===== config.mk =====
export PLATFORM = sky130hd
export DESIGN_NAME = lar_front
export DESIGN_NICKNAME = d
export VERILOG_FILES = /design/src/rtl/lar_pkg.sv /design/src/rtl/lar_front.sv
export SDC_FILE = /design/constraint.sdc
export NUM_CORES = 2
export LEC_CHECK = 0
export BUFFER_PORTS_ARGS = -buffer_cell sky130_fd_sc_hd__buf_2
export CORE_UTILIZATION = 40
export DETAILED_ROUTE_END_ITERATION = 12
export REMOVE_ABC_BUFFERS = 1
export SLEW_MARGIN = 15
export SYNTH_ARGS = -nofsm -noshare
export SYNTH_HDL_FRONTEND = slang
export SYNTH_SLANG_ARGS = --single-unit

===== constraint.sdc =====
create_clock -name i_clk -period 20 [get_ports i_clk]
set_input_delay 3 -clock i_clk [delete_from_list [all_inputs] [get_ports i_clk]]
set_output_delay 3 -clock i_clk [all_outputs]
set_load 0.01 [all_outputs]

===== src/rtl/lar_pkg.sv =====
package lar_pkg;

    localparam int ROW_BITS       = 7;
    localparam int COL_BITS       = 12;
    localparam int RANGE_BITS     = 20;
    localparam int CFG_BITS       = 13;
    localparam int ANG_BITS       = 32;
    localparam int Q_BITS         = 34;
    localparam int PRESCALE_SHIFT = 16;

    localparam logic [CFG_BITS-1:0]   CFG_RESET    = 13'd1024;
    localparam logic [RANGE_BITS-1:0] RANGE_MAX    = 20'hF_FFFF;
    localparam logic [ANG_BITS-1:0]   QUARTER_TURN = 32'h4000_0000;
    localparam logic [ANG_BITS-1:0]   HALF_TURN    = 32'h8000_0000;

    // arctan(2^-i) in binary-angle units, one turn = 2^32
    localparam logic [ANG_BITS-1:0] ATAN_TURNS [32] = '{
        32'd536870912, 32'd316933406, 32'd167458907, 32'd85004756,
        32'd42667331,  32'd21354465,  32'd10679838,  32'd5340245,
        32'd2670163,   32'd1335087,   32'd667544,    32'd333772,
        32'd166886,    32'd83443,     32'd41722,     32'd20861,
        32'd10430,     32'd5215,      32'd2608,      32'd1304,
        32'd652,       32'd326,       32'd163,       32'd81,
        32'd41,        32'd20,        32'd10,        32'd5,
        32'd3,         32'd1,         32'd1,         32'd0
    };

    typedef struct packed {
        logic [ROW_BITS-1:0] row;
        logic                x_nonneg;
        logic                y_pos;
        logic                ay_zero;
        logic                ax_zero;
    } t_ctl;

endpackage


===== src/rtl/lar_front.sv =====
module lar_front #(
    parameter int COORD_BITS = 20,
    parameter int MAX_ROWS   = 128
) (
    input  logic                             i_clk,
    input  logic                             i_en,
    input  logic signed [COORD_BITS-1:0]     i_point_x,
    input  logic signed [COORD_BITS-1:0]     i_point_y,
    input  logic signed [COORD_BITS-1:0]     i_point_z,
    input  logic                             i_point_present,
    input  logic [lar_pkg::ROW_BITS-1:0]     i_beam_row,
    output logic                             o_keep,
    output logic signed [COORD_BITS+18:0]    o_cx,
    output logic signed [COORD_BITS+18:0]    o_cy,
    output logic [2*COORD_BITS-1:0]          o_s,
    output lar_pkg::t_ctl                    o_ctl
);
    import lar_pkg::*;

    localparam int CB = COORD_BITS;
    localparam int W  = COORD_BITS + 19;

    logic [CB-1:0]   n_ax, n_ay, n_az;
    t_ctl            n_ctl;
    logic [CB-1:0]   r_ax, r_ay, r_az;
    t_ctl            r_ctl_a;
    logic [2*CB-1:0] r_sx, r_sy, r_sz;
    logic [CB-1:0]   r_ax_b, r_ay_b;
    t_ctl            r_ctl_b;
    logic [2*CB-1:0] r_s;
    logic [W-1:0]    r_cx, r_cy;
    t_ctl            r_ctl_c;

    assign o_keep = i_point_present && (32'(i_beam_row) < MAX_ROWS);

    always_comb begin
        n_ax           = i_point_x[CB-1] ? CB'(-i_point_x) : CB'(i_point_x);
        n_ay           = i_point_y[CB-1] ? CB'(-i_point_y) : CB'(i_point_y);
        n_az           = i_point_z[CB-1] ? CB'(-i_point_z) : CB'(i_point_z);
        n_ctl.row      = i_beam_row;
        n_ctl.x_nonneg = !i_point_x[CB-1];
        n_ctl.y_pos    = !i_point_y[CB-1] && (i_point_y != '0);
        n_ctl.ay_zero  = (i_point_y == '0);
        n_ctl.ax_zero  = (i_point_x == '0);
    end

    // abs, squares, then sum and vector prescale
    always_ff @(posedge i_clk) begin
        if (i_en) begin
            r_ax    <= n_ax;
            r_ay    <= n_ay;
            r_az    <= n_az;
            r_ctl_a <= n_ctl;
            r_sx    <= (2*CB)'(r_ax) * (2*CB)'(r_ax);
            r_sy    <= (2*CB)'(r_ay) * (2*CB)'(r_ay);
            r_sz    <= (2*CB)'(r_az) * (2*CB)'(r_az);
            r_ax_b  <= r_ax;
            r_ay_b  <= r_ay;
            r_ctl_b <= r_ctl_a;
            r_s     <= r_sx + r_sy + r_sz;
            r_cx    <= {3'b000, r_ax_b, PRESCALE_SHIFT'(0)};
            r_cy    <= {3'b000, r_ay_b, PRESCALE_SHIFT'(0)};
            r_ctl_c <= r_ctl_b;
        end
    end

    assign o_cx  = signed'(r_cx);
    assign o_cy  = signed'(r_cy);
    assign o_s   = r_s;
    assign o_ctl = r_ctl_c;

endmodule


==> Implementation_results.wiki <==
{| class="wikitable"
! Metric !! Value
|-
| Run status || completed
|-
| Setup repair bufs after CTS || 0
|-
| Worst hold path depth || 0
|-
| Residual DRC || 0
|-
| Wire length per cell || 16.8 µm
|-
| Routed WL || 107 mm
|-
| Start-to-end type of the worst setup path || reg2reg
|-
| Wire length of the first global-routing pass || 176 mm
|-
| Vias in the first global route || 33452
|-
| Slew headroom || 0.284
|-
| H-tree depth || 2
|-
| Die boundary height || 349 µm
|-
| Initial Util || 0.403
|-
| Global routing met3 resource utilization || 0.0187
|-
| Post-Route Setup TNS || 0 ns
|-
| Synth top cells by count || inv_1 (1054), fa_1 (873), ha_1 (493), nand2_1 (425), edfxtp_1 (328)
|-
| Number of distinct library cells after synthesis || 81
|-
| Die Wd || 349 µm
|-
| Critical path launch point type || flop
|-
| Met2 global-route usage || 0.310
|-
| Fraction of layout instances using a drive strength above 1 || 0.0652
|-
| Register-to-register setup slack || 12.18 ns
|-
| Count of cells along the worst register-to-register path || 21
|-
| Synthesized cell area || 0.0483 mm²
|-
| Number of rows created at floorplan || 127
|-
| Layout-stage area growth over the synthesis result || 7.79%
|-
| Fin. Hold Viols || 0
|-
| Number of maximum-capacitance violations || 0
|-
| Path class of the lowest-slack min-delay path || reg2reg
|-
| Unrepaired setup endpoints after global routing || no
|-
| Core Region || 0.120 mm²
|-
| CTS tree || done
|-
| Number of sinks handled by clock tree synthesis || 328
|-
| Residual overflow from global routing || 0
|-
| Prevailing post-synth register cell || edfxtp_1
|-
| Cell taking the most area after synthesis || fa_1
|-
| Number of flops mapped to enable cells by yosys || 328
|-
| Ys Warns || 0
|-
| Total clock buffers created by CTS || 39
|-
| GR met1 Demand/Resource || 0.251
|-
| Slew at the pin with the worst max-slew slack || 1.07 ns
|-
| GRT busiest layer || met2
|-
| Worst-path maximum fanout || 19
|-
| Clock Skew || 0.0185 ns
|-
| Number of nets with antenna violations after routing || 0
|-
| Total of buffers placed on input and output ports || 159
|-
| Detailed Place HPWL || 86.4 mm
|-
| # IOs || 200
|-
| Achievable clock frequency || 128 MHz
|-
| Cell types occupying the most area after synthesis || fa_1 (36%), edfxtp_1 (20%), ha_1 (13%)
|-
| Time the final worst path needs with I/O delays and setup || 7.82 ns
|-
| Global routing usage summed across all routing layers || 0.183
|-
| Clock-pin slew on the worst setup and hold paths || 0.06 ns
|-
| Latest clock arrival within the worst-skew pair || 0.61 ns
|-
| Post-layout utilization of the core || 0.434
|-
| Period Utilization, post-route || 0.391
|-
| Post-Synthesis Cells || 4606
|-
| Worst Setup End Kind || flop
|-
| Initial antenna violation count || 2
|-
| Clock Tree Root || clkbuf_16
|-
| Fraction of synthesis flops using an asynchronous set or reset pin || 0
|-
| DIE AREA || 0.122 mm²
|-
| Minimum hold slack || 0.415 ns
|-
| Final Max Slew Viols || 0
|-
| Hold_buf cts || 0
|-
| Sequential share of the synthesized area || 0.204
|-
| Data arrival time of the critical path || 8.13 ns
|-
| Average cell area after synthesis || 10.5 µm²
|-
| Global placer's final weighted congestion || 0.863
|-
| Count leader, synth || inv_1
|-
| TritonRoute pass-1 iters || 6
|-
| Via Count || 31062
|-
| Ratio of routed vias to standard cells || 4.89
|-
| Resized cells post-CTS || 0
|-
| Max Buffers Root-to-Sink || 3
|-
| Share of the synthesized area in the top cell type || 0.362
|-
| Net count of the finished layout || 6144
|-
| DR iter-0 viols || 1574
|-
| Maximum number of pins on one net before global-route repair || 87
|-
| Number of endpoints failing setup at the final stage || 0
|-
| Worst EP required || 20.31 ns
|-
| Synthesized flop and latch total || 328
|}
-- logic make-up (layout without fill, tap and decap cells) --
| logic type | count (synthesis) | in the layout | share of synthesized area |
|---|---|---|---|
| AOI/OAI and AO/OA | 474 | 474 | 0.0651 |
| and+or+nand+nor | 952 | 952 | 0.0961 |
| xor gates and xnor gates | 248 | 248 | 0.0450 |
| buffers and inverters | 1230 | 1321 | 0.0987 |
| muxes | 6 | 6 | 0.00135 |
| adders and majority gates | 1367 | 1367 | 0.490 |
| other | 1 | 45 | 0.0000776 |
| DFF | 328 | 328 | 0.204 |
-- per-layer routing --
layer  routed length [µm]  share of wire
met3                 4300          0.040
met5                    0              0
met1                47600           0.45
met2                52400           0.49
met4                 2140          0.020
-- worst max-delay path: stages, from the launching register on --
cell and delay, ns:
edfxtp_1 0.92, inv_1 0.35, nor2_1 0.32, fa_1 0.46, inv_1 0.09, fa_1 0.41
fa_1 0.51, inv_1 0.05, fa_1 0.54, fa_1 0.43, fa_1 0.52, fa_1 0.42
ha_1 0.40, nand4_1 0.15, nor2_1 0.16, nand4_1 0.10, nor3_1 0.39, o2111ai_1 0.20
a31oi_1 0.24, o22ai_1 0.18, o31ai_1 0.43, o311ai_0 0.24
-- stage by stage --
step,instance area (µm²),cells,setup slack (ns)
floorplan,47600,4470,13.18
global placement,50700,6279,12.34
detailed placement,50700,6279,12.20
CTS,52000,6349,12.15
global route,52000,6349,11.66
finish,52100,6353,12.18
-- cell usage in the layout (no fill, tap or decap), drive strengths merged, types with 12 or more instances in the layout --
cell | synthesis | final
inv | 1054 | 1058
fa | 873 | 873
ha | 493 | 493
nand2 | 425 | 425
edfxtp | 328 | 328
and2 | 218 | 218
buf | 41 | 197
xnor2 | 181 | 181
a21oi | 145 | 145
nor2 | 98 | 98
a21o | 93 | 93
o21ai | 90 | 90
xor2 | 67 | 67
clkbuf | 135 | 43
conb | 1 | 41
nor2b | 37 | 37
nand2b | 26 | 26
nand3 | 26 | 26
nor3 | 25 | 25
o21bai | 24 | 24
nand4 | 21 | 21
and3 | 16 | 16
a31oi | 16 | 16
o21a | 15 | 15
o31ai | 15 | 15
or3 | 14 | 14
clkinv | 0 | 14
or2 | 13 | 13
a31o | 12 | 12
-- layout make-up --
class	count	area (µm²)
clock buffer	43	1010
tap	1612	2020
fill	11562	67800
multi-input combinational	3088	33800
timing repair buffer	197	1090
antenna	4	10.0
sequential	328	9850
clock inverter	27	289
inverter	1054	3960
-- state kept, by name, summed over array words and instances (netlist names) --
| register | cells |
|---|---|
| o_s | 40 |
| r_ax_b | 19 |
| o_ctl | 11 |
| r_sz | 39 |
| r_ay_b | 19 |
| r_ctl_b | 11 |
| r_sx | 39 |
| r_ctl_a | 11 |
| o_cy | 20 |
| r_ay | 20 |
| r_az | 20 |
| o_cx | 20 |
| r_ax | 20 |
| r_sy | 39 |
-- path summary, 6_finish.rpt --
| check | startpoint | endpoint |
|---|---|---|
| max reg2reg | r_ay[6] | r_sy[38] |
| max | r_ay[6] | r_sy[38] |
| min reg2reg | r_ax_b[16] | o_cx[32] |
| min | r_ax_b[16] | o_cx[32] |
Power is left out: the tool's default activity adds up to more than one toggle a clock period on the data nets, which glitch-free logic cannot reach.
