==> config.mk <==
export PLATFORM = sky130hd
export DESIGN_NAME = lar_cell
export DESIGN_NICKNAME = d
export VERILOG_FILES = /design/src/rtl/lar_pkg.sv /design/src/rtl/lar_cell.sv
export SDC_FILE = /design/constraint.sdc
export NUM_CORES = 1
export LEC_CHECK = 0
export ABC_AREA = 1
export BUFFER_PORTS_ARGS = -buffer_cell sky130_fd_sc_hd__buf_4
export CORE_MARGIN = 3
export CORE_UTILIZATION = 50
export DETAILED_ROUTE_END_ITERATION = 10
export PLACE_DENSITY_LB_ADDON = 0.1
export SYNTH_ARGS = -nofsm -noshare
export SYNTH_HDL_FRONTEND = slang
export SYNTH_SLANG_ARGS = --single-unit
==> constraint.sdc <==
create_clock -name i_clk -period 3.1 [get_ports i_clk]
set_clock_uncertainty 0.05 [all_clocks]
set_input_delay 0.31 -clock i_clk [delete_from_list [all_inputs] [get_ports i_clk]]
set_output_delay 0.31 -clock i_clk [all_outputs]
set_load 0.005 [all_outputs]
==> src/rtl/lar_pkg.sv <==
package lar_pkg;

    localparam int ROW_BITS       = 7;
    localparam int COL_BITS       = 12;
    localparam int RANGE_BITS     = 20;
    localparam int CFG_BITS       = 13;
    localparam int ANG_BITS       = 32;
    localparam int Q_BITS         = 34;
    localparam int PRESCALE_SHIFT = 16;

    localparam logic [CFG_BITS-1:0]   CFG_RESET    = 13'd1024;
    localparam logic [RANGE_BITS-1:0] RANGE_MAX    = 20'hF_FFFF;
    localparam logic [ANG_BITS-1:0]   QUARTER_TURN = 32'h4000_0000;
    localparam logic [ANG_BITS-1:0]   HALF_TURN    = 32'h8000_0000;

    // arctan(2^-i) in binary-angle units, one turn = 2^32
    localparam logic [ANG_BITS-1:0] ATAN_TURNS [32] = '{
        32'd536870912, 32'd316933406, 32'd167458907, 32'd85004756,
        32'd42667331,  32'd21354465,  32'd10679838,  32'd5340245,
        32'd2670163,   32'd1335087,   32'd667544,    32'd333772,
        32'd166886,    32'd83443,     32'd41722,     32'd20861,
        32'd10430,     32'd5215,      32'd2608,      32'd1304,
        32'd652,       32'd326,       32'd163,       32'd81,
        32'd41,        32'd20,        32'd10,        32'd5,
        32'd3,         32'd1,         32'd1,         32'd0
    };

    typedef struct packed {
        logic [ROW_BITS-1:0] row;
        logic                x_nonneg;
        logic                y_pos;
        logic                ay_zero;
        logic                ax_zero;
    } t_ctl;

endpackage

==> src/rtl/lar_cell.sv <==
module lar_cell #(
    parameter int IDX           = 0,
    parameter int COORD_BITS    = 20,
    parameter int CORDIC_STAGES = 16
) (
    input  logic                              i_clk,
    input  logic                              i_en,
    input  logic signed [COORD_BITS+18:0]     i_cx,
    input  logic signed [COORD_BITS+18:0]     i_cy,
    input  logic signed [lar_pkg::Q_BITS-1:0] i_q,
    input  logic [2*COORD_BITS-1:0]           i_s,
    input  logic [COORD_BITS+1:0]             i_rem,
    input  logic [COORD_BITS-1:0]             i_root,
    input  lar_pkg::t_ctl                     i_ctl,
    output logic signed [COORD_BITS+18:0]     o_cx,
    output logic signed [COORD_BITS+18:0]     o_cy,
    output logic signed [lar_pkg::Q_BITS-1:0] o_q,
    output logic [2*COORD_BITS-1:0]           o_s,
    output logic [COORD_BITS+1:0]             o_rem,
    output logic [COORD_BITS-1:0]             o_root,
    output lar_pkg::t_ctl                     o_ctl
);
    import lar_pkg::*;

    localparam int  CB      = COORD_BITS;
    localparam int  W       = COORD_BITS + 19;
    localparam bit  DO_ROT  = (IDX < CORDIC_STAGES);
    localparam bit  DO_SQRT = (IDX < COORD_BITS);

    logic signed [Q_BITS-1:0] w_atan;
    logic [CB+3:0]            w_rem2, w_trial;
    logic signed [W-1:0]      n_cx, n_cy;
    logic signed [Q_BITS-1:0] n_q;
    logic [2*CB-1:0]          n_s;
    logic [CB+1:0]            n_rem;
    logic [CB-1:0]            n_root;
    logic signed [W-1:0]      r_cx, r_cy;
    logic signed [Q_BITS-1:0] r_q;
    logic [2*CB-1:0]          r_s;
    logic [CB+1:0]            r_rem;
    logic [CB-1:0]            r_root;
    t_ctl                     r_ctl;

    always_comb begin
        w_atan  = signed'({2'b00, ATAN_TURNS[IDX]});
        w_rem2  = {i_rem, i_s[2*CB-1 -: 2]};
        w_trial = {2'b00, i_root, 2'b01};
        n_cx    = i_cx;
        n_cy    = i_cy;
        n_q     = i_q;
        n_s     = i_s;
        n_rem   = i_rem;
        n_root  = i_root;
        if (DO_ROT) begin
            // rotate toward the x axis
            if (i_cy > 0) begin
                n_cx = i_cx + (i_cy >>> IDX);
                n_cy = i_cy - (i_cx >>> IDX);
                n_q  = i_q + w_atan;
            end else begin
                n_cx = i_cx - (i_cy >>> IDX);
                n_cy = i_cy + (i_cx >>> IDX);
                n_q  = i_q - w_atan;
            end
        end
        if (DO_SQRT) begin
            // one root digit per cell
            n_s = {i_s[2*CB-3:0], 2'b00};
            if (w_rem2 >= w_trial) begin
                n_rem  = (CB+2)'(w_rem2 - w_trial);
                n_root = {i_root[CB-2:0], 1'b1};
            end else begin
                n_rem  = w_rem2[CB+1:0];
                n_root = {i_root[CB-2:0], 1'b0};
            end
        end
    end

    always_ff @(posedge i_clk) begin
        if (i_en) begin
            r_cx   <= n_cx;
            r_cy   <= n_cy;
            r_q    <= n_q;
            r_s    <= n_s;
            r_rem  <= n_rem;
            r_root <= n_root;
            r_ctl  <= i_ctl;
        end
    end

    assign o_cx   = r_cx;
    assign o_cy   = r_cy;
    assign o_q    = r_q;
    assign o_s    = r_s;
    assign o_rem  = r_rem;
    assign o_root = r_root;
    assign o_ctl  = r_ctl;

endmodule

==> results.md <==
- PD cells: 439 mW/mm2
- Hold/Removal Path Class: primary input to flip-flop
- Mapped Cells: 2387
- WHS Path Cells: 3
- Post-synthesis compound-gate area fraction: 10.0%
- TritonCTS clock tree: yes
- Predominant post-synthesis flop cell: sky130_fd_sc_hd__edfxtp_1
- Number of iterations in the first detailed-routing pass: 8
- Area of the die: 0.0368 mm2
- Pin count of the biggest net entering global routing: 65
- Required time of the critical path: 3.27 ns
- Cts bufs inserted: 22
- Placed wire-length estimate after detailed placement: 59.5 mm
- Post-synthesis register bit count: 202
- Quantity of gates resized following cts: 0
- Leak: 0.0115 uW
- FFs w/ async S/R, synth: 0%
- Cell accounting for the most synthesized area: sky130_fd_sc_hd__edfxtp_1
- Unrepaired setup endpoints after global routing: no
- Number of flops mapped to enable cells by yosys: 202
- Number of pins with negative max-slew slack in the final report: 0
- Netlist area before placement: 0.0173 mm2
- Total grt overflow: 0
- Max-cap violations: 0
- Minimum period implied by the final worst setup slack: 3.02 ns
- 1st-iter DRT viols: 2261
- Layout cell share with drive strength beyond 1: 20.2%
- Die boundary height: 192 um
- Number of fill cells: 2749
- Fin. Hold Viols: 0
- Wire length of the first global-routing pass: 114 mm
- Core region area: 0.0338 mm2
- Routed WL: 79.8 mm
- CP Capture Type: flip-flop
- Post-route ant nets: 0
- Maximum fanout encountered on the critical timing path: 4
- Overall fraction of global-route tracks in use: 42.0%
- XOR/XNOR Fraction of Synth Area: 3.09%
- Launching element type of the critical path: primary input
- Clock sink count: 202
- Peak clock frequency supported by timing: 0.331 GHz
- Fraction of the mapped netlist area in simple logic gates: 30.1%
- Commonest cells in the netlist: sky130_fd_sc_hd__nand2_1, sky130_fd_sc_hd__inv_1, sky130_fd_sc_hd__edfxtp_1, sky130_fd_sc_hd__nor2_1, sky130_fd_sc_hd__nand3_1
- Final weighted congestion of routability-driven global placement: 1.03
- Final design utilization: 67.0%
- Number of port buffers: 409
- Growth of design area from synthesis to finish: 31.1%
- Maximum level of the CTS H-tree: 1
- Most frequent cell after synthesis: sky130_fd_sc_hd__nand2_1
- Number of endpoints failing setup at the final stage: 0
- Starting density of the core: 51.1%
- Post-Route Setup TNS: 0 ns
- Final routed wire length divided by cell count: 23.6 um
- Via total after detailed routing: 19100
- Via count of the first global-routing pass: 18400
- Sequential fraction of the synthesis area: 35.1%
- Main combinational cell family by area after synthesis: simple AND/OR/NAND/NOR gates
- Ys Warns: 0
- Multiplexer share of the synthesized area: 0%
- Die span in x: 192 um
- Net count, final: 3260
- Worst-margin pin slew: 1.26 ns
- Worst path arrival time: 3.19 ns
- Worst-case headroom to the max-slew limit: 16.0%
- IO Pins: 412
- Area share of the largest cell type after synthesis: 35.1%
- Outcome: finished, final reports clean
- Post-Synthesis Mean Instance Area: 7.23 um2
- Count of unique library cells instantiated by Yosys: 48
- Antenna violations before repair: 4
- Worst-case vdd ir drop: 0.320 mV
- Leading cell types by total area after synthesis: sky130_fd_sc_hd__edfxtp_1, sky130_fd_sc_hd__nand2_1, sky130_fd_sc_hd__ha_1
- WS Path Type: primary input to flip-flop
- Per-cell via count in the routed design: 5.65
- Max Buffers Root-to-Sink: 3
- Clock edge transition at the registers on the reported setup and hold paths: 0.07 ns
- Cell at the root of the clock tree: sky130_fd_sc_hd__clkbuf_16
- Remaining routing DRC violations: 0
- Buffers inserted by post-CTS timing repair: 0
- CTS Hold Buffers Added: 97
- Row count: 67
- Adder-cell area share of the yosys netlist: 10.5%
- Period utilisation layout: 97.5%
[placed cells by master, fill, tap and decap left out, drive strengths merged]
cell type    instances
a21boi               2
a21o                 4
a21oi              161
a31oi                3
and2                10
buf                457
bufinv               2
clkbuf              29
clkinv               7
clkinvlp             2
conb                 2
diode                1
dlygate4sd3         97
edfxtp             202
fa                   4
ha                 139
inv                404
nand2              747
nand3              188
nand3b               2
nand4               24
nor2               221
nor3                13
nor4                 7
o211ai               4
o21a                 2
o21ai               97
o21bai              29
or2                  5
or3                  1
xnor2                9
xor2                51
[cells by family after synthesis]
group                    Yosys count
AND/OR/NAND/NOR                 1218
buffers and inverters            461
AO/OA/AOI/OAI                    302
flip-flops                       202
adder cells (fa/ha/maj)          143
XOR/XNOR                          60
other                              1
[layout make-up]
| class | count | area [um2] | area share, % |
|---|---|---|---|
| multi-input cells | 1725 | 9300 | 41.1 |
| clock inverters | 11 | 124 | 0.547 |
| clock buffers | 28 | 594 | 2.63 |
| flip-flops and latches | 202 | 6070 | 26.8 |
| inverters | 404 | 1520 | 6.70 |
| diodes | 1 | 2.50 | 0.0111 |
| well taps | 448 | 561 | 2.48 |
| repair buffers | 555 | 4480 | 19.8 |
[critical path, cell delays in order]
cell,delay (ns)
sky130_fd_sc_hd__buf_4,0.12
sky130_fd_sc_hd__nor4_1,0.79
sky130_fd_sc_hd__nand4_1,0.57
sky130_fd_sc_hd__o21bai_4,0.34
sky130_fd_sc_hd__ha_1,0.32
sky130_fd_sc_hd__a21oi_1,0.27
sky130_fd_sc_hd__nand2_1,0.14
sky130_fd_sc_hd__xnor2_1,0.17
sky130_fd_sc_hd__xor2_1,0.16
[stage by stage]
| step | power (uW) | cells | instance area [um2] | setup WS, ns | hold slack, ns |
|---|---|---|---|---|---|
| CTS | 9600 | 3373 | 22600 | 0.317 | 0.0410 |
| global route | 10300 | 3374 | 22600 | 0.125 | 0.0656 |
| floorplan | 5250 | 2388 | 17300 | 0.809 | 0.359 |
| detailed placement | 6850 | 3237 | 20900 | -0.156 | 0.439 |
| global placement | 6780 | 3237 | 20900 | -0.151 | 0.439 |
| finish | 9940 | 3374 | 22600 | 0.0764 | 0.0541 |
[report_power, final]
group	switching, uW	internal, uW
logic	2210	1370
clock network	1240	1540
registers	187	3410
total	3630	6310
[layer usage]
metal	up-vias	wire length [um]	GRT usage (%)
met4	6	6080	24.9
met1	8663	28700	50.7
met3	351	10400	12.9
met5	-	53	0
met2	1385	34500	66.0
li1	8664	-	-
[path summary, 6_finish.rpt]
kind	startpoint	to	slack [ns]
max	i_cy[24]	o_q[33]$_DFFE_PP_	0.08
min	i_rem[14]	o_rem[16]$_DFFE_PP_	0.05
[registers in the layout (all words and copies together), names as in the netlist]
register,flops
o_cx,39
o_cy,38
o_s,38
o_q,34
o_rem,22
o_root,20
o_ctl,11
(Power assumes the default switching activity.)
