--- config.mk ---
export PLATFORM = sky130hd
export DESIGN_NAME = lar_back
export DESIGN_NICKNAME = d
export VERILOG_FILES = /design/src/rtl/lar_pkg.sv /design/src/rtl/lar_back.sv
export SDC_FILE = /design/constraint.sdc
export NUM_CORES = 1
export LEC_CHECK = 0
export BUFFER_PORTS_ARGS = -buffer_cell sky130_fd_sc_hd__clkbuf_2
export CORE_ASPECT_RATIO = 1.5
export CORE_UTILIZATION = 55
export CTS_CLUSTER_SIZE = 14
export DETAILED_ROUTE_END_ITERATION = 8
export PLACE_DENSITY = 0.74
export REMOVE_ABC_BUFFERS = 1
export SLEW_MARGIN = 10
export SYNTH_ARGS = -nofsm -noshare
export SYNTH_HDL_FRONTEND = slang
export SYNTH_SLANG_ARGS = --single-unit
--- constraint.sdc ---
create_clock -name i_clk -period 14.75 [get_ports i_clk]
set_clock_uncertainty 0.1 [all_clocks]
set_input_delay 1.475 -clock i_clk [delete_from_list [all_inputs] [get_ports i_clk]]
set_output_delay 1.475 -clock i_clk [all_outputs]
set_load 0.05 [all_outputs]
--- src/rtl/lar_pkg.sv ---
package lar_pkg;

    localparam int ROW_BITS       = 7;
    localparam int COL_BITS       = 12;
    localparam int RANGE_BITS     = 20;
    localparam int CFG_BITS       = 13;
    localparam int ANG_BITS       = 32;
    localparam int Q_BITS         = 34;
    localparam int PRESCALE_SHIFT = 16;

    localparam logic [CFG_BITS-1:0]   CFG_RESET    = 13'd1024;
    localparam logic [RANGE_BITS-1:0] RANGE_MAX    = 20'hF_FFFF;
    localparam logic [ANG_BITS-1:0]   QUARTER_TURN = 32'h4000_0000;
    localparam logic [ANG_BITS-1:0]   HALF_TURN    = 32'h8000_0000;

    // arctan(2^-i) in binary-angle units, one turn = 2^32
    localparam logic [ANG_BITS-1:0] ATAN_TURNS [32] = '{
        32'd536870912, 32'd316933406, 32'd167458907, 32'd85004756,
        32'd42667331,  32'd21354465,  32'd10679838,  32'd5340245,
        32'd2670163,   32'd1335087,   32'd667544,    32'd333772,
        32'd166886,    32'd83443,     32'd41722,     32'd20861,
        32'd10430,     32'd5215,      32'd2608,      32'd1304,
        32'd652,       32'd326,       32'd163,       32'd81,
        32'd41,        32'd20,        32'd10,        32'd5,
        32'd3,         32'd1,         32'd1,         32'd0
    };

    typedef struct packed {
        logic [ROW_BITS-1:0] row;
        logic                x_nonneg;
        logic                y_pos;
        logic                ay_zero;
        logic                ax_zero;
    } t_ctl;

endpackage

--- src/rtl/lar_back.sv ---
module lar_back #(
    parameter int COORD_BITS  = 20,
    parameter int MAX_COLUMNS = 4096
) (
    input  logic                              i_clk,
    input  logic                              i_en,
    input  logic [lar_pkg::CFG_BITS-1:0]      i_col_cnt,
    input  logic signed [lar_pkg::Q_BITS-1:0] i_q,
    input  logic [COORD_BITS+1:0]             i_rem,
    input  logic [COORD_BITS-1:0]             i_root,
    input  lar_pkg::t_ctl                     i_ctl,
    output logic [lar_pkg::ROW_BITS-1:0]      o_row,
    output logic [lar_pkg::COL_BITS-1:0]      o_column,
    output logic [lar_pkg::RANGE_BITS-1:0]    o_range
);
    import lar_pkg::*;

    localparam int CB = COORD_BITS;
    localparam int RW = (CB + 1 > RANGE_BITS) ? CB + 1 : RANGE_BITS;

    logic [ANG_BITS-1:0]          w_qc, w_m, n_ang;
    logic [CB:0]                  w_r1;
    logic [RW-1:0]                w_rx;
    logic [RANGE_BITS-1:0]        n_range;
    logic [CFG_BITS-1:0]          w_cols, n_col;
    logic [ANG_BITS+CFG_BITS-1:0] w_prod;
    logic [ANG_BITS-1:0]          r_ang;
    logic [RANGE_BITS-1:0]        r_range_a;
    logic [ROW_BITS-1:0]          r_row_a;
    logic [COL_BITS-1:0]          r_col;
    logic [RANGE_BITS-1:0]        r_range;
    logic [ROW_BITS-1:0]          r_row;

    always_comb begin
        if (i_ctl.ay_zero) begin
            w_qc = '0;
        end else if (i_ctl.ax_zero) begin
            w_qc = QUARTER_TURN;
        end else if (i_q < 0) begin
            w_qc = '0;
        end else if (i_q > signed'({2'b00, QUARTER_TURN})) begin
            w_qc = QUARTER_TURN;
        end else begin
            w_qc = i_q[ANG_BITS-1:0];
        end
        w_m   = i_ctl.x_nonneg ? w_qc : HALF_TURN - w_qc;
        n_ang = i_ctl.y_pos ? ANG_BITS'(0) - w_m : w_m;

        // round half up, then saturate
        w_r1    = {1'b0, i_root} + (CB+1)'(i_rem > {2'b00, i_root});
        w_rx    = RW'(w_r1);
        n_range = (w_rx > RW'(RANGE_MAX)) ? RANGE_MAX : w_rx[RANGE_BITS-1:0];

        if (i_col_cnt == '0) begin
            w_cols = CFG_BITS'(1);
        end else if (32'(i_col_cnt) > MAX_COLUMNS) begin
            w_cols = CFG_BITS'(MAX_COLUMNS);
        end else begin
            w_cols = i_col_cnt;
        end
        w_prod = (ANG_BITS+CFG_BITS)'(r_ang) * (ANG_BITS+CFG_BITS)'(w_cols);
        n_col  = w_prod[ANG_BITS+CFG_BITS-1:ANG_BITS];
        if (n_col >= w_cols) begin
            n_col = '0;
        end
    end

    always_ff @(posedge i_clk) begin
        if (i_en) begin
            r_ang     <= n_ang;
            r_range_a <= n_range;
            r_row_a   <= i_ctl.row;
            r_col     <= n_col[COL_BITS-1:0];
            r_range   <= r_range_a;
            r_row     <= r_row_a;
        end
    end

    assign o_row    = r_row;
    assign o_column = r_col;
    assign o_range  = r_range;

endmodule

==> impl_metrics.tcl <==
set metrics [dict create \
    cts_resized 0 \
    grt_max_degree 76 \
    power.internal_mw 1.363 \
    netlist_instances 2095 \
    holdWs_ns 0.3217 \
    antenna_left 0 \
    timing.fmax_ghz 0.09929 \
    cp_max_fo 45 \
    cp_slowest_cell "nor2b_4" \
    period_minus_slack_ns 10.07 \
    cp-start-kind "input port" \
    pin_count 141 \
    totalWireLength_mm 48.32 \
    cts_buffer_depth 2 \
    syn2layout_area_growth_pct 7.057 \
    vias 14983 \
    antenna_found_initial 0 \
    design_area_um2 20240 \
    place.gp.congestion 0.9298 \
    postCtsSetupRepairBufs 0 \
    status "finished clean" \
    coreArea_um2 33650 \
    drc_errors 0 \
    clk_pin_slew_ns 0.07 \
    slowest_delay_ns 0.83 \
    drt_iter0_markers 914 \
    worst_pin_slew_ns 0.9638 \
    fillers 2918 \
    finalNonFillerCells 2586 \
    synth_edf_count 98 \
    worstPathArrival_ns 10.17 \
    path_class "input port to flip-flop" \
    synth_area_um2 18900 \
    drv_slew 0 \
    dpl.hpwl_mm 37.80 \
    yosysUniqueCellTypes 77 \
    dieArea_um2 35130 \
    total_power_mw 2.732 \
    start_util 0.5617 \
    yosysSeqAreaShare 0.1557 \
    post-route-util 0.6013 \
    cpMostUsedCell "fa_1" \
    setup_slack_ns 4.679 \
    crit_buf_inv 6 \
    critPathTopFamily "adder cells" \
    swShare 0.5012 \
    ys_ff_latch 98 \
    nets 2715 \
    p_per_area_nw_per_um2 135.0 \
    hold_path_class "flip-flop to flip-flop" \
    leakagePower_nw 9.764 \
    grt_pass1_wl_mm 79.77 \
    cts-root-buf "clkbuf_16" \
    drv_cap 0 \
    finalSetupViolCount 0 \
    seq_power_share 0.154 \
    post-route-period-util 0.6828 \
    htreeDepth 3 \
    vdd_drop_max_uv 96.79 \
    p_sw_mw 1.369 \
    cts_hold_buf 0 \
    pre_cts_slack_ns 4.340 \
    dpl_cell_area_um2 19920 \
    insertion_delay_ns 0.36 \
    row_count 82 \
    yosysWarnings 0 \
    portBuffers 140 \
    ys.flop_type "edfxtp_1" \
    cts_buffers 9 \
    die-width_um 153.4 \
    grt_pass1_vias 16132 \
    pwr-share-clk 0.093 \
    synthArstFlopShare 0 \
    dp.cells 2570 \
    globalRouteTotalUtil 0.2900 \
    required_ns 14.85 \
    hold_violations 0 \
    power_frac_comb 0.753 \
    grt_setup_unrepaired "no" \
    worstSetupEndpointType "flip-flop" \
    overflow 0 \
    viasPerCell 5.794 \
    synth.avg_cell_area_um2 9.022 \
    dr.pass1.iters 5 \
    wl_per_cell_um 18.68 \
    slew_headroom 0.3561 \
    drive_gt1_frac 0.09469 \
    cts_tree "done" \
    die_h_um 229.1 \
    final.setup.tns_ns 0 \
    clock-sinks 98 \
]
[worst register-to-register path: stages, from the launching register on]
cell and delay [ns]:
edfxtp_1 0.79, nand2_1 0.18, fa_1 0.58, inv_1 0.05
fa_1 0.48, fa_1 0.53, fa_1 0.55, inv_1 0.06
fa_1 0.53, inv_1 0.04, ha_1 0.31, and3_1 0.21
and3b_1 0.16, o311a_1 0.28, a311oi_1 0.43, a211oi_1 0.22
o2111ai_1 0.37, a21boi_0 0.17, nor3_1 0.23, nor2_1 0.08
ha_1 0.32, nand3_1 0.10, a21oi_1 0.06, a211o_1 0.27
a2111oi_0 0.43, buf_4 0.22, o21ai_1 0.23, a211oi_1 0.30
[logic make-up after synthesis]
group,share of synthesized area
compound gates,0.09360
flops,0.1557
mux,0.003442
buf+inv,0.1030
xor+xnor,0.03105
fa+ha+maj,0.4299
simple gates,0.1834
[Yosys cell counts (4+ instances only)]
library cell | n | area (um2)
nand2_1 | 307 | 1152
a21oi_1 | 50 | 250.2
o31a_1 | 6 | 52.55
clkbuf_1 | 95 | 356.6
and3_1 | 12 | 75.07
nand4_1 | 20 | 125.1
xnor2_1 | 52 | 455.4
o21a_1 | 12 | 90.09
o2111ai_1 | 7 | 61.31
ha_1 | 123 | 1539
a211o_1 | 4 | 35.03
nor2_1 | 66 | 247.7
fa_1 | 329 | 6586
nand3_1 | 21 | 105.1
o21ai_0 | 46 | 230.2
and2_1 | 171 | 1070
edfxtp_1 | 98 | 2943
a311oi_1 | 6 | 52.55
a211oi_1 | 9 | 67.56
o211ai_1 | 9 | 67.56
inv_1 | 415 | 1558
a41oi_1 | 4 | 35.03
o31ai_1 | 9 | 67.56
nor3_1 | 36 | 180.2
or2_2 | 4 | 25.02
a21o_1 | 23 | 172.7
o211a_1 | 7 | 70.07
xor2_1 | 15 | 131.4
or4_1 | 4 | 30.03
nor2b_1 | 23 | 143.9
nand2b_1 | 5 | 31.28
o22ai_1 | 4 | 25.02
a31oi_1 | 17 | 106.4
or3_1 | 6 | 37.54
nor4_1 | 10 | 62.56
[flip-flops by register name (all words and copies together), names as in the netlist]
| name | cells |
|---|---|
| o_row | 7 |
| r_range_a | 20 |
| o_range | 20 |
| r_ang | 32 |
| o_column | 12 |
| r_row_a | 7 |
[path summary, 6_finish.rpt]
| path | start | endpoint | slack (ns) | depth (start not counted) |
|---|---|---|---|---|
| min | r_range_a[19] | o_range[19] | 0.32 | 0 |
| max reg2reg | r_ang[6] | o_column[1] | 6.31 | 27 |
| min reg2reg | r_range_a[19] | o_range[19] | 0.32 | 0 |
| max | i_col_cnt[12] | o_column[1] | 4.68 | 32 |
[cell type report]
type,count,area (um2),area share
well taps,420,525.5,0.02597
flip-flops and latches,98,2943,0.1454
clock buffers,10,229.0,0.01132
inverters,415,1558,0.07698
repair buffers,156,823.3,0.04069
multi-input cells,1481,14070,0.6952
clock inverters,5,87.58,0.004328
diodes,1,2.502,0.0001237
[power groups by stage]
stage / Clock [mW] / Sequential (mW) / Combinational (mW)
after floorplan: 0 / 0.474 / 1.45
after global placement: 0 / 0.424 / 1.99
after detailed placement: 0 / 0.425 / 2.04
after global routing: 0.268 / 0.424 / 2.32
after CTS: 0.261 / 0.419 / 2.05
final: 0.254 / 0.421 / 2.06
[routing by layer]
metal,global-route usage,wire length [um],up-vias
li1,-,-,6741
met3,0.04144,2602,169
met1,0.3218,17390,7525
met2,0.5391,25860,548
met5,0,0,-
met4,0.1416,2458,0
[layout by cell type (no fill, tap or decap), types with 9 or more instances in the layout]
cell type | synthesis | final
o31ai_1 | 9 | 9
clkbuf_16 | 0 | 9
nand2_1 | 307 | 307
a21oi_1 | 50 | 50
a31oi_1 | 17 | 17
o211ai_1 | 9 | 9
nor2_1 | 66 | 65
edfxtp_1 | 98 | 98
nand4_1 | 20 | 20
nand3_1 | 21 | 21
a21o_1 | 23 | 23
xnor2_1 | 52 | 52
ha_1 | 123 | 123
buf_4 | 0 | 17
o21ai_0 | 46 | 46
and3_1 | 12 | 12
o21a_1 | 12 | 12
nor4_1 | 10 | 10
inv_1 | 415 | 415
fa_1 | 329 | 329
clkbuf_2 | 0 | 139
and2_1 | 171 | 171
nor3_1 | 36 | 36
xor2_1 | 15 | 15
a211oi_1 | 9 | 9
nor2b_1 | 23 | 12
No activity file was read; power rests on OpenSTA's default activity.
